<file path="config.mk">
export PLATFORM = sky130hd
export DESIGN_NAME = wknn_isqrt
export DESIGN_NICKNAME = d
export VERILOG_FILES = /design/src/sv/wknn_pkg.sv /design/src/sv/wknn_isqrt.sv
export SDC_FILE = /design/constraint.sdc
export NUM_CORES = 1
export LEC_CHECK = 0
export BUFFER_PORTS_ARGS = -buffer_cell sky130_fd_sc_hd__buf_2
export CORE_MARGIN = 10
export CORE_UTILIZATION = 40
export DETAILED_ROUTE_END_ITERATION = 6
export SYNTH_ARGS = -nofsm -noshare
export SYNTH_HDL_FRONTEND = slang
export SYNTH_SLANG_ARGS = --single-unit
export TNS_END_PERCENT = 100
</file>
<file path="constraint.sdc">
create_clock -name clk_i -period 2.31 [get_ports clk_i]
set_input_delay 0 -clock clk_i [delete_from_list [all_inputs] [get_ports clk_i]]
set_output_delay 0 -clock clk_i [all_outputs]
set_load 0.05 [all_outputs]
</file>
<file path="src/sv/wknn_pkg.sv">
// wknn_pkg: shared types, constants and the weight table of the knn classifier
// no dependencies
`default_nettype none

package wknn_pkg;

  localparam int MAX_ROWS      = 1024;
  localparam int ROW_W         = 10;
  localparam int STORED_W      = 11;
  localparam int MAX_FEATURES  = 16;
  localparam int FEAT_IDX_W    = 4;
  localparam int POS_W         = 5;
  localparam int MAX_NEIGHBORS = 64;
  localparam int K_W           = 7;
  localparam int FEATURE_BITS  = 16;
  localparam int SQ_W          = 2 * FEATURE_BITS;
  localparam int SUM_W         = SQ_W + 4;
  localparam int ROOT_W        = SUM_W / 2;
  localparam int DIST_W        = 19;
  localparam int WEIGHT_W      = 25;
  localparam int SCORE_W       = 31;
  localparam int WEIGHT_ENTRIES = 12;
  localparam int CFG_IDX_W     = 1;
  localparam int CFG_DATA_W    = 7;

  typedef enum logic [1:0] {
    OP_CLEAR = 2'd0,
    OP_TRAIN = 2'd1,
    OP_QUERY = 2'd2,
    OP_NONE  = 2'd3
  } op_e;

  typedef enum logic [CFG_IDX_W-1:0] {
    REG_FEATURE_COUNT  = 1'b0,
    REG_NEIGHBOR_COUNT = 1'b1
  } cfg_reg_e;

  typedef enum logic [4:0] {
    ST_IDLE  = 5'b00001,
    ST_FEED  = 5'b00010,
    ST_WAIT  = 5'b00100,
    ST_DRAIN = 5'b01000,
    ST_OUT   = 5'b10000
  } state_e;

  // one neighbor slot
  typedef struct packed {
    logic [DIST_W-1:0] dst;
    logic [1:0]        lab;
  } nb_t;

  localparam nb_t NB_EMPTY = '{dst: '1, lab: 2'd0};

  // chain control
  typedef struct packed {
    logic clear;
    logic ins;
    logic shift;
  } chain_ctl_t;

  // round(2^24 * e^(-1.4*d)), zero from d = 12 on
  function automatic logic [WEIGHT_W-1:0] weight_lut(input logic [DIST_W-1:0] d);
    logic [WEIGHT_W-1:0] w;
    w = '0;
    if (d < DIST_W'(WEIGHT_ENTRIES)) begin
      case (d[3:0])
        4'd0:    w = 25'd16777216;
        4'd1:    w = 25'd4137211;
        4'd2:    w = 25'd1020224;
        4'd3:    w = 25'd251584;
        4'd4:    w = 25'd62040;
        4'd5:    w = 25'd15299;
        4'd6:    w = 25'd3773;
        4'd7:    w = 25'd930;
        4'd8:    w = 25'd229;
        4'd9:    w = 25'd57;
        4'd10:   w = 25'd14;
        4'd11:   w = 25'd3;
        default: w = '0;
      endcase
    end
    return w;
  endfunction

endpackage

`default_nettype wire

</file>
<file path="src/sv/wknn_isqrt.sv">
// wknn_isqrt: floor square root, one result bit per cycle
// depends on wknn_pkg
`default_nettype none

module wknn_isqrt import wknn_pkg::*; (
  input  logic              clk_i,
  input  logic              rst_ni,
  input  logic              start_i,
  input  logic [SUM_W-1:0]  value_i,
  output logic              done_o,
  output logic [ROOT_W-1:0] root_o
);

  localparam int REM_W = ROOT_W + 3;
  localparam int CNT_W = $clog2(ROOT_W + 1);

  logic [SUM_W-1:0]  val_q;
  logic [REM_W-1:0]  rem_q, rem_sh;
  logic [ROOT_W-1:0] root_q;
  logic [REM_W-1:0]  trial;
  logic [CNT_W-1:0]  cnt_q;
  logic              run_q, done_q;

  assign rem_sh = {rem_q[REM_W-3:0], val_q[SUM_W-1 -: 2]};
  assign trial  = {1'b0, root_q, 2'b01};

  always_ff @(posedge clk_i or negedge rst_ni) begin
    if (!rst_ni) begin
      run_q  <= 1'b0;
      done_q <= 1'b0;
      cnt_q  <= '0;
    end else begin
      done_q <= 1'b0;
      if (start_i) begin
        run_q <= 1'b1;
        cnt_q <= CNT_W'(ROOT_W);
      end else if (run_q) begin
        cnt_q <= cnt_q - 1'b1;
        if (cnt_q == CNT_W'(1)) begin
          run_q  <= 1'b0;
          done_q <= 1'b1;
        end
      end
    end
  end

  always_ff @(posedge clk_i) begin
    if (start_i) begin
      val_q  <= value_i;
      rem_q  <= '0;
      root_q <= '0;
    end else if (run_q) begin
      val_q <= {val_q[SUM_W-3:0], 2'b00};
      if (rem_sh >= trial) begin
        rem_q  <= rem_sh - trial;
        root_q <= {root_q[ROOT_W-2:0], 1'b1};
      end else begin
        rem_q  <= rem_sh;
        root_q <= {root_q[ROOT_W-2:0], 1'b0};
      end
    end
  end

  assign done_o = done_q;
  assign root_o = root_q;

endmodule

`default_nettype wire

</file>
==> metrics.cfg, run 1 <==
[yosys]
yosys_warnings = 0
synth_largest_area_cell = edfxtp_1
synth_nets = 462
ys_top_cells_by_area = edfxtp_1, dfxtp_1, mux2_2, ha_1, mux2i_1
ys_types = 55
synth_top_area_frac = 0.252
synthesis.area_um2 = 4290
synthArstFlopShare = 0.0875
synth_edf_count = 36
ys_seq_area_frac = 0.466
synth.avg_cell_area_um2 = 10.7
synth_flop_cell = dfxtp_1
synth-seq-cells = 80
netlist_instances = 401

[cells_and_area]
layout.nets = 617
layout_commonest_cell = buf_4
final_cell_mix = buf_4, buf_2, nor2_1
area_growth_syn_to_layout_pct = 40.4
fin_cells = 697
drive_above_1_share = 0.398
n_fill_cell = 903
antenna_cells = 0

[worst_hold_path]
min-delay-start = value_i[1]
hold_class = input port to flip-flop
min_to = val_q[1]$_SDFFCE_PN0P_
hold_depth = 3

[sta]
worst_slew_pin_slew_ns = 0.734
final.setup.tns_ns = -1.29
hold_viol_final = 0
fin_ws_ns = -0.140
slew_violations = 0
setup_viol = 17
fin_crit_sh = 1.06
post-route-min-period_ns = 2.45
fin_skew_ns = 0.0146
slew_headroom = 0.509
grt_setup_unrepaired = true
fmax_mhz = 408

[floorplan]
die_h_um = 124
core_um2 = 10400
initial_core_util = 0.413
die_w_um = 124
row_count = 37
num_io_pins = 58
dieArea_um2 = 15300

[global_route]
grt_max_degree = 60
first_global_vias = 3500
grt_pass1_wl_mm = 17.0
antenna_found_initial = 0
track_usage = 0.138
grt.overflow.total = 0

[worst_setup_path]
reg2reg_depth = 11
crit_type = flip-flop to flip-flop
r2r-end = rem_q[10]$_SDFFE_PP0P_
worstPathCellList = inv_2 -> ha_4 -> or2_1 -> a21o_1 -> a221oi_2 -> a31oi_4 -> a211oi_4 -> buf_6 -> buf_6 -> mux2i_1 -> a211oi_1
end_kind = flip-flop
cp.required_ns = 2.54
rrSetupSlack_ns = -0.14
slowest_delay_ns = 0.35
crit_top_cell = buf_6
cp_slowest_cell = dfxtp_4
critPathArrivalTime_ns = 2.68
path_max_fanout = 6
start_kind = flip-flop
r2r-start = root_o[9]$_SDFFE_PP0P_

[cts]
htreeDepth = 3
clock_latency_ns = 0.36
cts_tree = yes
numClockSinks = 80
cts_buffers = 9
root_buffer = clkbuf_8
clk_path_buf_depth = 2
clk_pin_slew_ns = 0.09

[drt]
drtIter0Drc = 209
dr.pass1.iters = 4
wirelength_mm = 10.4
viasPerCell = 5.06
drc = 0
ant_nets = 0
vias = 3525
wl_per_cell_um = 14.9

[power]
p_int_mw = 4.41
seq_power_share = 0.268
clkPwrFrac = 0.149
power_density_nw_per_um2 = 1170
switching_share = 0.371
p_leak_nw = 2.65
power.switching_mw = 2.60
peakVddDrop_v = 0.000572
combPwrFrac = 0.583

[placement]
place.gp.congestion = 0.875
hpwl_mm = 7.17
post-place-cells = 632
port_buffers = 57

[flow_run]
drv_cap = 0

[status]
violations = negative setup slack
status = finished with violations

[cells in the mapped netlist, types with 5 or more instances]
| library cell | number |
|---|---|
| dfxtp_1 | 37 |
| mux2i_1 | 25 |
| a21oi_1 | 12 |
| mux2_2 | 34 |
| a21o_1 | 5 |
| clkbuf_1 | 12 |
| ha_1 | 22 |
| a211oi_1 | 11 |
| dfrtp_1 | 7 |
| nand3_1 | 6 |
| nor2_1 | 48 |
| xnor2_1 | 16 |
| o21ai_0 | 8 |
| edfxtp_1 | 36 |
| o31ai_1 | 6 |
| nand2_1 | 15 |
| a32oi_1 | 5 |
| inv_1 | 29 |
[metal layers]
metal / track usage / wire [um]
met5: 0 / 0
met4: 0.0502 / 192
met3: 0.0328 / 490
met2: 0.219 / 4890
met1: 0.178 / 4840
[cell families (layout without fill, tap and decap cells)]
family	Yosys count	count (layout)	share of synthesized area
fa+ha+maj	22	22	0.0642
simple gates	99	99	0.109
buf+inv	47	207	0.0450
xor+xnor	19	19	0.0388
flops	80	80	0.466
compound gates	75	75	0.129
mux	59	59	0.148
[state kept, by name (all words and copies together), names as in the netlist]
name / flops
val_q: 36
done_o: 1
root_o: 18
run_q: 1
cnt_q: 5
rem_q: 19
[worst max-delay path, delay by kind of cell (launching register included)]
family                     cells  cell delay (ns)
adders and majority gates      1             0.19
DFF                            1             0.35
and+or+nand+nor                1             0.23
AOI/OAI and AO/OA              5             0.97
buffers and inverters          3             0.35
muxes                          1             0.22
[final cells by class]
class | instances | area (um^2) | area share
inverter | 29 | 109 | 0.0181
multi-input combinational | 274 | 2300 | 0.382
timing repair buffer | 162 | 1190 | 0.198
clock inverter | 7 | 68.8 | 0.0114
sequential | 80 | 2060 | 0.342
tap | 136 | 170 | 0.0283
clock buffer | 9 | 124 | 0.0206
[through the flow]
stage / setup WS (ns) / instance area [um^2] / hold WS [ns] / util / total power, mW
after floorplan: -0.00480 / 4440 / -0.296 / - / 4.24
final: -0.140 / 6020 / 0.451 / 0.580 / 7.01
after global routing: -0.234 / 6020 / 0.468 / 0.580 / 7.51
after CTS: -0.0589 / 5860 / 0.437 / 0.565 / 6.59
after global placement: -0.167 / 5230 / -0.162 / 0.504 / 5.27
after detailed placement: -0.124 / 5230 / -0.153 / 0.504 / 5.30
[what timing repair did]
action                                  in CTS  in global routing
pin swaps                                    2                 16
hold buffers                                39                  0
hold endpoints to repair                    48                  0
gates cloned                                 0                  1
setup buffers                                3                  6
endpoints found under the setup margin      12                 19
gates resized for setup                      6                 20
[worst max-delay path by stage]
stage | from | end | slack (ns) | cells after the start
after detailed placement | root_o[2]$_SDFFE_PP0P_ | rem_q[18]$_SDFFE_PP0P_ | -0.12 | 9
after CTS | root_o[9]$_SDFFE_PP0P_ | rem_q[16]$_SDFFE_PP0P_ | -0.06 | 10
after global routing | root_o[3]$_SDFFE_PP0P_ | rem_q[7]$_SDFFE_PP0P_ | -0.23 | 11
after floorplan | root_o[9]$_SDFFE_PP0P_ | rem_q[0]$_SDFFE_PP0P_ | -0.005 | 10
final | root_o[9]$_SDFFE_PP0P_ | rem_q[10]$_SDFFE_PP0P_ | -0.14 | 11
after global placement | val_q[35]$_DFFE_PP_ | rem_q[18]$_SDFFE_PP0P_ | -0.17 | 9
[power groups by stage]
stage / combinational, mW / clock, mW / sequential, mW
after CTS: 3.63 / 1.09 / 1.87
after floorplan: 2.31 / 0 / 1.93
after detailed placement: 3.41 / 0 / 1.89
after global routing: 4.47 / 1.14 / 1.90
final: 4.09 / 1.05 / 1.88
after global placement: 3.39 / 0 / 1.88
No activity file was read; power rests on OpenSTA's default activity.
==> run 2, diff against run 1 <==
- CAP_MARGIN: unset -> 10
- SETUP_SLACK_MARGIN: unset -> 0.2
==> metrics.cfg, run 2 (synthesis gave the netlist of run 1 again) <==
[cts]
root_buffer = clkbuf_8
clk_path_buf_depth = 2  ; unchanged
clk_pin_slew_ns = 0.09  ; about the same
cts_tree = yes
htreeDepth = 3  ; unchanged
cts_buffers = 9  ; unchanged
numClockSinks = 80  ; unchanged
clock_latency_ns = 0.38  ; +0.02 ns

[sta]
fin_skew_ns = 0.0116  ; -0.00302 ns
fmax_mhz = 420  ; +2.9%
fin_crit_sh = 1.03  ; -0.0300
grt_setup_unrepaired = true
post-route-min-period_ns = 2.38  ; -0.0694 ns
worst_hold_slack_ns = 0.106  ; -0.345 ns
slew_headroom = 0.635  ; +0.127
worst_slew_pin_slew_ns = 0.547  ; -0.187 ns
setup_viol = 15  ; -2
fin_ws_ns = -0.0704  ; +0.0694 ns
slew_violations = 0  ; unchanged
hold_viol_final = 0  ; unchanged

[drt]
drtIter0Drc = 179  ; -14%
wirelength_mm = 10.9  ; +4.2%
vias = 3562  ; +1.0%
ant_nets = 0  ; unchanged
drc = 0  ; unchanged
wl_per_cell_um = 15.6  ; +4.4%
viasPerCell = 5.12  ; +1.2%
dr.pass1.iters = 4  ; unchanged

[worst_setup_path]
end_kind = flip-flop
cp_slowest_cell = dfxtp_4
slowest_delay_ns = 0.35  ; about the same
path_max_fanout = 14  ; +8
worstPathCellList = inv_2 -> ha_4 -> nor3_1 -> o211ai_1 -> a41oi_2 -> a31oi_4 -> a211oi_4 -> buf_12 -> mux2i_1 -> a211oi_1
critPathArrivalTime_ns = 2.64  ; -0.04 ns
start_kind = flip-flop
cp.required_ns = 2.57  ; +0.03 ns
crit_type = flip-flop to flip-flop

[global_route]
antenna_found_initial = 0  ; unchanged
grt_max_degree = 48  ; -20%
track_usage = 0.148  ; +0.0106
grt_pass1_wl_mm = 18.0  ; +6.1%
grt.overflow.total = 0  ; unchanged
first_global_vias = 3716  ; +6.2%

[status]
violations = negative setup slack
status = finished with violations

[flow_run]
drv_cap = 0  ; unchanged

[floorplan]
die_w_um = 124  ; unchanged
row_count = 37  ; unchanged
core_um2 = 10400  ; unchanged
initial_core_util = 0.413  ; unchanged
die_h_um = 124  ; unchanged
dieArea_um2 = 15300  ; unchanged
num_io_pins = 58  ; unchanged

[cells_and_area]
area_growth_syn_to_layout_pct = 42.9
drive_above_1_share = 0.430  ; +0.0329
layout.nets = 616  ; -0.16%
layout_commonest_cell = buf_4
largest_reg_flops = 36  ; unchanged
final_cell_mix = buf_4, buf_2, nor2_1
antenna_cells = 0  ; unchanged
regMostFlops = val_q

[placement]
place.gp.congestion = 0.835  ; -4.6%
place_ws_ns = -0.0959  ; +0.0286 ns
hpwl_mm = 7.20  ; +0.34%
port_buffers = 57  ; unchanged

[power]
peakVddDrop_v = 0.000553  ; -3.2%
p_leak_nw = 2.67  ; +0.66%
power_density_nw_per_um2 = 1190  ; +2.1%

[worst_hold_path]
hold_class = input port to flip-flop

## run 2: cell count changes in the layout (fill, tap and decap cells not counted), moves of 3 or more
cell / change
ha_1: -5
inv_2: +4
inv_1: -4
buf_6: -3
ha_4: +5
## run 2: path summary, 6_finish.rpt
| kind | from | end | slack [ns] | cells past startpoint |
|---|---|---|---|---|
| worst min-delay path | start_i | root_o[4]$_SDFFE_PP0P_ | 0.11 | 3 |
| max in group asynchronous | rst_ni | run_q$_DFF_PN0_ | 1.50 | 3 |
| worst max register to register | root_o[0]$_SDFFE_PP0P_ | rem_q[6]$_SDFFE_PP0P_ | -0.07 | 10 |
| worst min register to register | rem_q[17]$_SDFFE_PP0P_ | rem_q[17]$_SDFFE_PP0P_ | 0.49 | 2 |
| worst max-delay path | root_o[0]$_SDFFE_PP0P_ | rem_q[6]$_SDFFE_PP0P_ | -0.07 | 10 |
| min in group asynchronous | rst_ni | cnt_q[0]$_DFFE_PN0P_ | 0.56 | 3 |
## run 2: per-stage QoR
stage	cells	TNS [ns]	total power, mW	area (um^2)	utilization
after floorplan	401	-0.00470	4.33	4510	-
after global placement	618	-0.0964	5.22	5210	0.502
after detailed placement	618	-0.257	5.30	5210	0.502
after CTS	694	-0.117	7.13	6070	0.585
after global routing	696	-2.45	7.76	6120	0.591
final	696	-0.628	7.29	6120	0.591
## run 2: repair_timing
action / CTS / global route
gates cloned: 1 / 0
buffers inserted: 21 / 2
setup endpoints to repair: 20 / 20
resized for setup: 27 / 7
hold buffers: 38 / 0
pin swaps: 8 / 8
hold endpoints to repair: 43 / 0
## run 2: report_power, final
part | internal, mW | switching (mW) | leakage [nW]
combinational | 2.44 | 1.99 | 1.80
sequential | 1.72 | 0.166 | 0.783
clock | 0.394 | 0.569 | 0.0805
## run 2: worst max-delay path: cells and delay by family (launching register included)
kind                       cells  cell delay (ns)
AOI/OAI and AO/OA              5             0.99
and+or+nand+nor                1             0.26
buffers and inverters          2             0.25
adders and majority gates      1             0.17
DFF                            1             0.35
muxes                          1             0.25
## run 2: metal layers
metal | global-route usage | share of wire | wire length, um | vias to the layer above
met5 | 0 | 0 | 0 | -
met4 | 0.0691 | 0.019 | 203 | 0
met3 | 0.0292 | 0.038 | 415 | 15
met2 | 0.243 | 0.50 | 5390 | 56
met1 | 0.185 | 0.45 | 4840 | 1712
li1 | - | - | - | 1779
## run 2: cell type report
cell class / count / area (um^2)
inverters: 29 / 109
repair buffers: 161 / 1210
multi-input cells: 274 / 2400
flip-flops and latches: 80 / 2060
clock buffers: 10 / 128
fillers: 882 / 4250
clock inverters: 6 / 45.0
well taps: 136 / 170
==> run 3, diff against run 2 <==
- GPL_TIMING_DRIVEN: unset -> 0
==> metrics.cfg, run 3 (synthesis gave the netlist of run 1 again) <==
[sta]
final.setup.tns_ns = -2.39  ; -1.76 ns
fin_crit_sh = 1.09  ; +0.0575
slew_violations = 0  ; unchanged
hold_viol_final = 0  ; unchanged
setup_viol = 20  ; +5
slew_headroom = 0.464  ; -0.172
fmax_mhz = 398  ; -5.3%
fin_skew_ns = 0.0126  ; +0.00102 ns
fin_ws_ns = -0.203  ; -0.133 ns
worst_slew_pin_slew_ns = 0.805  ; +0.258 ns
post-route-min-period_ns = 2.51  ; +0.133 ns
grt_setup_unrepaired = true

[worst_setup_path]
crit_top_cell = a21o_1
start_kind = flip-flop
crit_buf_inv = 2  ; unchanged
cp.required_ns = 2.51  ; -0.06 ns
cp_slowest_cell = a221oi_2
crit_type = flip-flop to flip-flop
end_kind = flip-flop
crit_family = compound AO/OA/AOI/OAI gates
critPathArrivalTime_ns = 2.72  ; +0.08 ns
path_max_fanout = 5  ; -9
worstPathCellList = inv_2 -> ha_4 -> a21o_1 -> a21o_1 -> a221oi_2 -> a31oi_4 -> a211oi_4 -> buf_6 -> mux2i_1 -> a211oi_2
slowest_delay_ns = 0.37  ; +0.02 ns

[global_route]
grt_pass1_wl_mm = 17.5  ; -3.0%
first_global_vias = 3521  ; -5.2%
track_usage = 0.145  ; -0.00381
antenna_found_initial = 0  ; unchanged
grt.overflow.total = 0  ; unchanged
grt_max_degree = 23  ; -52%

[drt]
drc = 0  ; unchanged
wirelength_mm = 11.1  ; +2.3%
drtIter0Drc = 222  ; +24%
wl_per_cell_um = 16.6  ; +6.3%
ant_nets = 0  ; unchanged
viasPerCell = 5.22  ; +2.0%
vias = 3497  ; -1.8%
dr.pass1.iters = 4  ; unchanged

[floorplan]
dieArea_um2 = 15300  ; unchanged
initial_core_util = 0.413  ; unchanged
core_um2 = 10400  ; unchanged
num_io_pins = 58  ; unchanged
die_h_um = 124  ; unchanged
row_count = 37  ; unchanged
die_w_um = 124  ; unchanged

[placement]
port_buffers = 56  ; -1.8%
hpwl_mm = 7.45  ; +3.5%
place.gp.congestion = 0.871  ; +4.3%

[worst_hold_path]
hold_class = input port to flip-flop

[cts]
clk_pin_slew_ns = 0.09  ; about the same
clock_latency_ns = 0.36  ; -0.02 ns
root_buffer = clkbuf_8
cts_buffers = 9  ; unchanged
htreeDepth = 3  ; unchanged
numClockSinks = 80  ; unchanged
clk_path_buf_depth = 2  ; unchanged
cts_tree = yes

[cells_and_area]
n_fill_cell = 928  ; +5.2%
final_cell_mix = buf_2, nor2_1, dlygate4sd3_1
drive_above_1_share = 0.376  ; -0.0540
layout_commonest_cell = buf_2
regMostFlops = val_q
final_util = 0.572  ; -0.0191
layout.nets = 590  ; -4.2%
largest_reg_flops = 36  ; unchanged
area_growth_syn_to_layout_pct = 38.3
antenna_cells = 0  ; unchanged

[power]
peakVddDrop_v = 0.000577  ; +4.2%
p_leak_nw = 2.49  ; -6.5%
p_total_mw = 7.01  ; -3.7%
power_density_nw_per_um2 = 1180  ; -0.53%

[flow_run]
drv_cap = 0  ; unchanged

[status]
violations = negative setup slack
status = finished with violations

## run 3: report_power, final
part,switching [mW],internal [mW]
registers,0.195,1.72
clock network,0.587,0.522
logic,1.90,2.08
## run 3: layout make-up
| cell class | count | area [um^2] | share of cell area |
|---|---|---|---|
| well taps | 136 | 170 | 0.0287 |
| flip-flops and latches | 80 | 2060 | 0.347 |
| repair buffers | 117 | 881 | 0.149 |
| clock inverters | 7 | 85.1 | 0.0144 |
| clock buffers | 9 | 124 | 0.0209 |
| inverters | 29 | 113 | 0.0190 |
| plain buffers | 18 | 95.1 | 0.0160 |
| multi-input cells | 274 | 2400 | 0.405 |
## run 3: path summary, 6_finish.rpt
path | to | depth (start not counted) | from | slack [ns]
worst max-delay path | rem_q[3]$_SDFFE_PP0P_ | 10 | root_o[12]$_SDFFE_PP0P_ | -0.20
worst min-delay path | val_q[35]$_DFFE_PP_ | 2 | start_i | 0.28
worst max register to register | rem_q[3]$_SDFFE_PP0P_ | 10 | root_o[12]$_SDFFE_PP0P_ | -0.20
worst min register to register | rem_q[17]$_SDFFE_PP0P_ | 2 | rem_q[17]$_SDFFE_PP0P_ | 0.49
max in group asynchronous | done_o$_DFF_PN0_ | 3 | rst_ni | 1.46
min in group asynchronous | cnt_q[1]$_DFFE_PN0P_ | 3 | rst_ni | 0.60
## run 3: stage by stage
step                      instances  hold slack [ns]  setup slack [ns]  instance area [um^2]
after global routing            670            0.289            -0.313                  5930
after floorplan                 401           -0.296          -0.00470                  4510
after CTS                       667            0.260           -0.0910                  5840
final                           670            0.276            -0.203                  5930
after global placement          593           -0.158            -0.406                  4960
after detailed placement        594           -0.154            -0.203                  4980
## run 3: metal layers
layer / global-route usage / routed length [um] / vias up
li1: - / - / 1719
met1: 0.190 / 4800 / 1680
met2: 0.229 / 5390 / 85
met3: 0.0374 / 727 / 13
met4: 0.0444 / 179 / 0
met5: 0 / 0 / -
## run 3: timing repair
action,CTS,global route
setup buffers,18,2
hold endpoints to repair,43,0
resized for setup,27,14
hold buffers,38,0
cloned,1,1
pin swaps,15,9
setup endpoints to repair,56,35
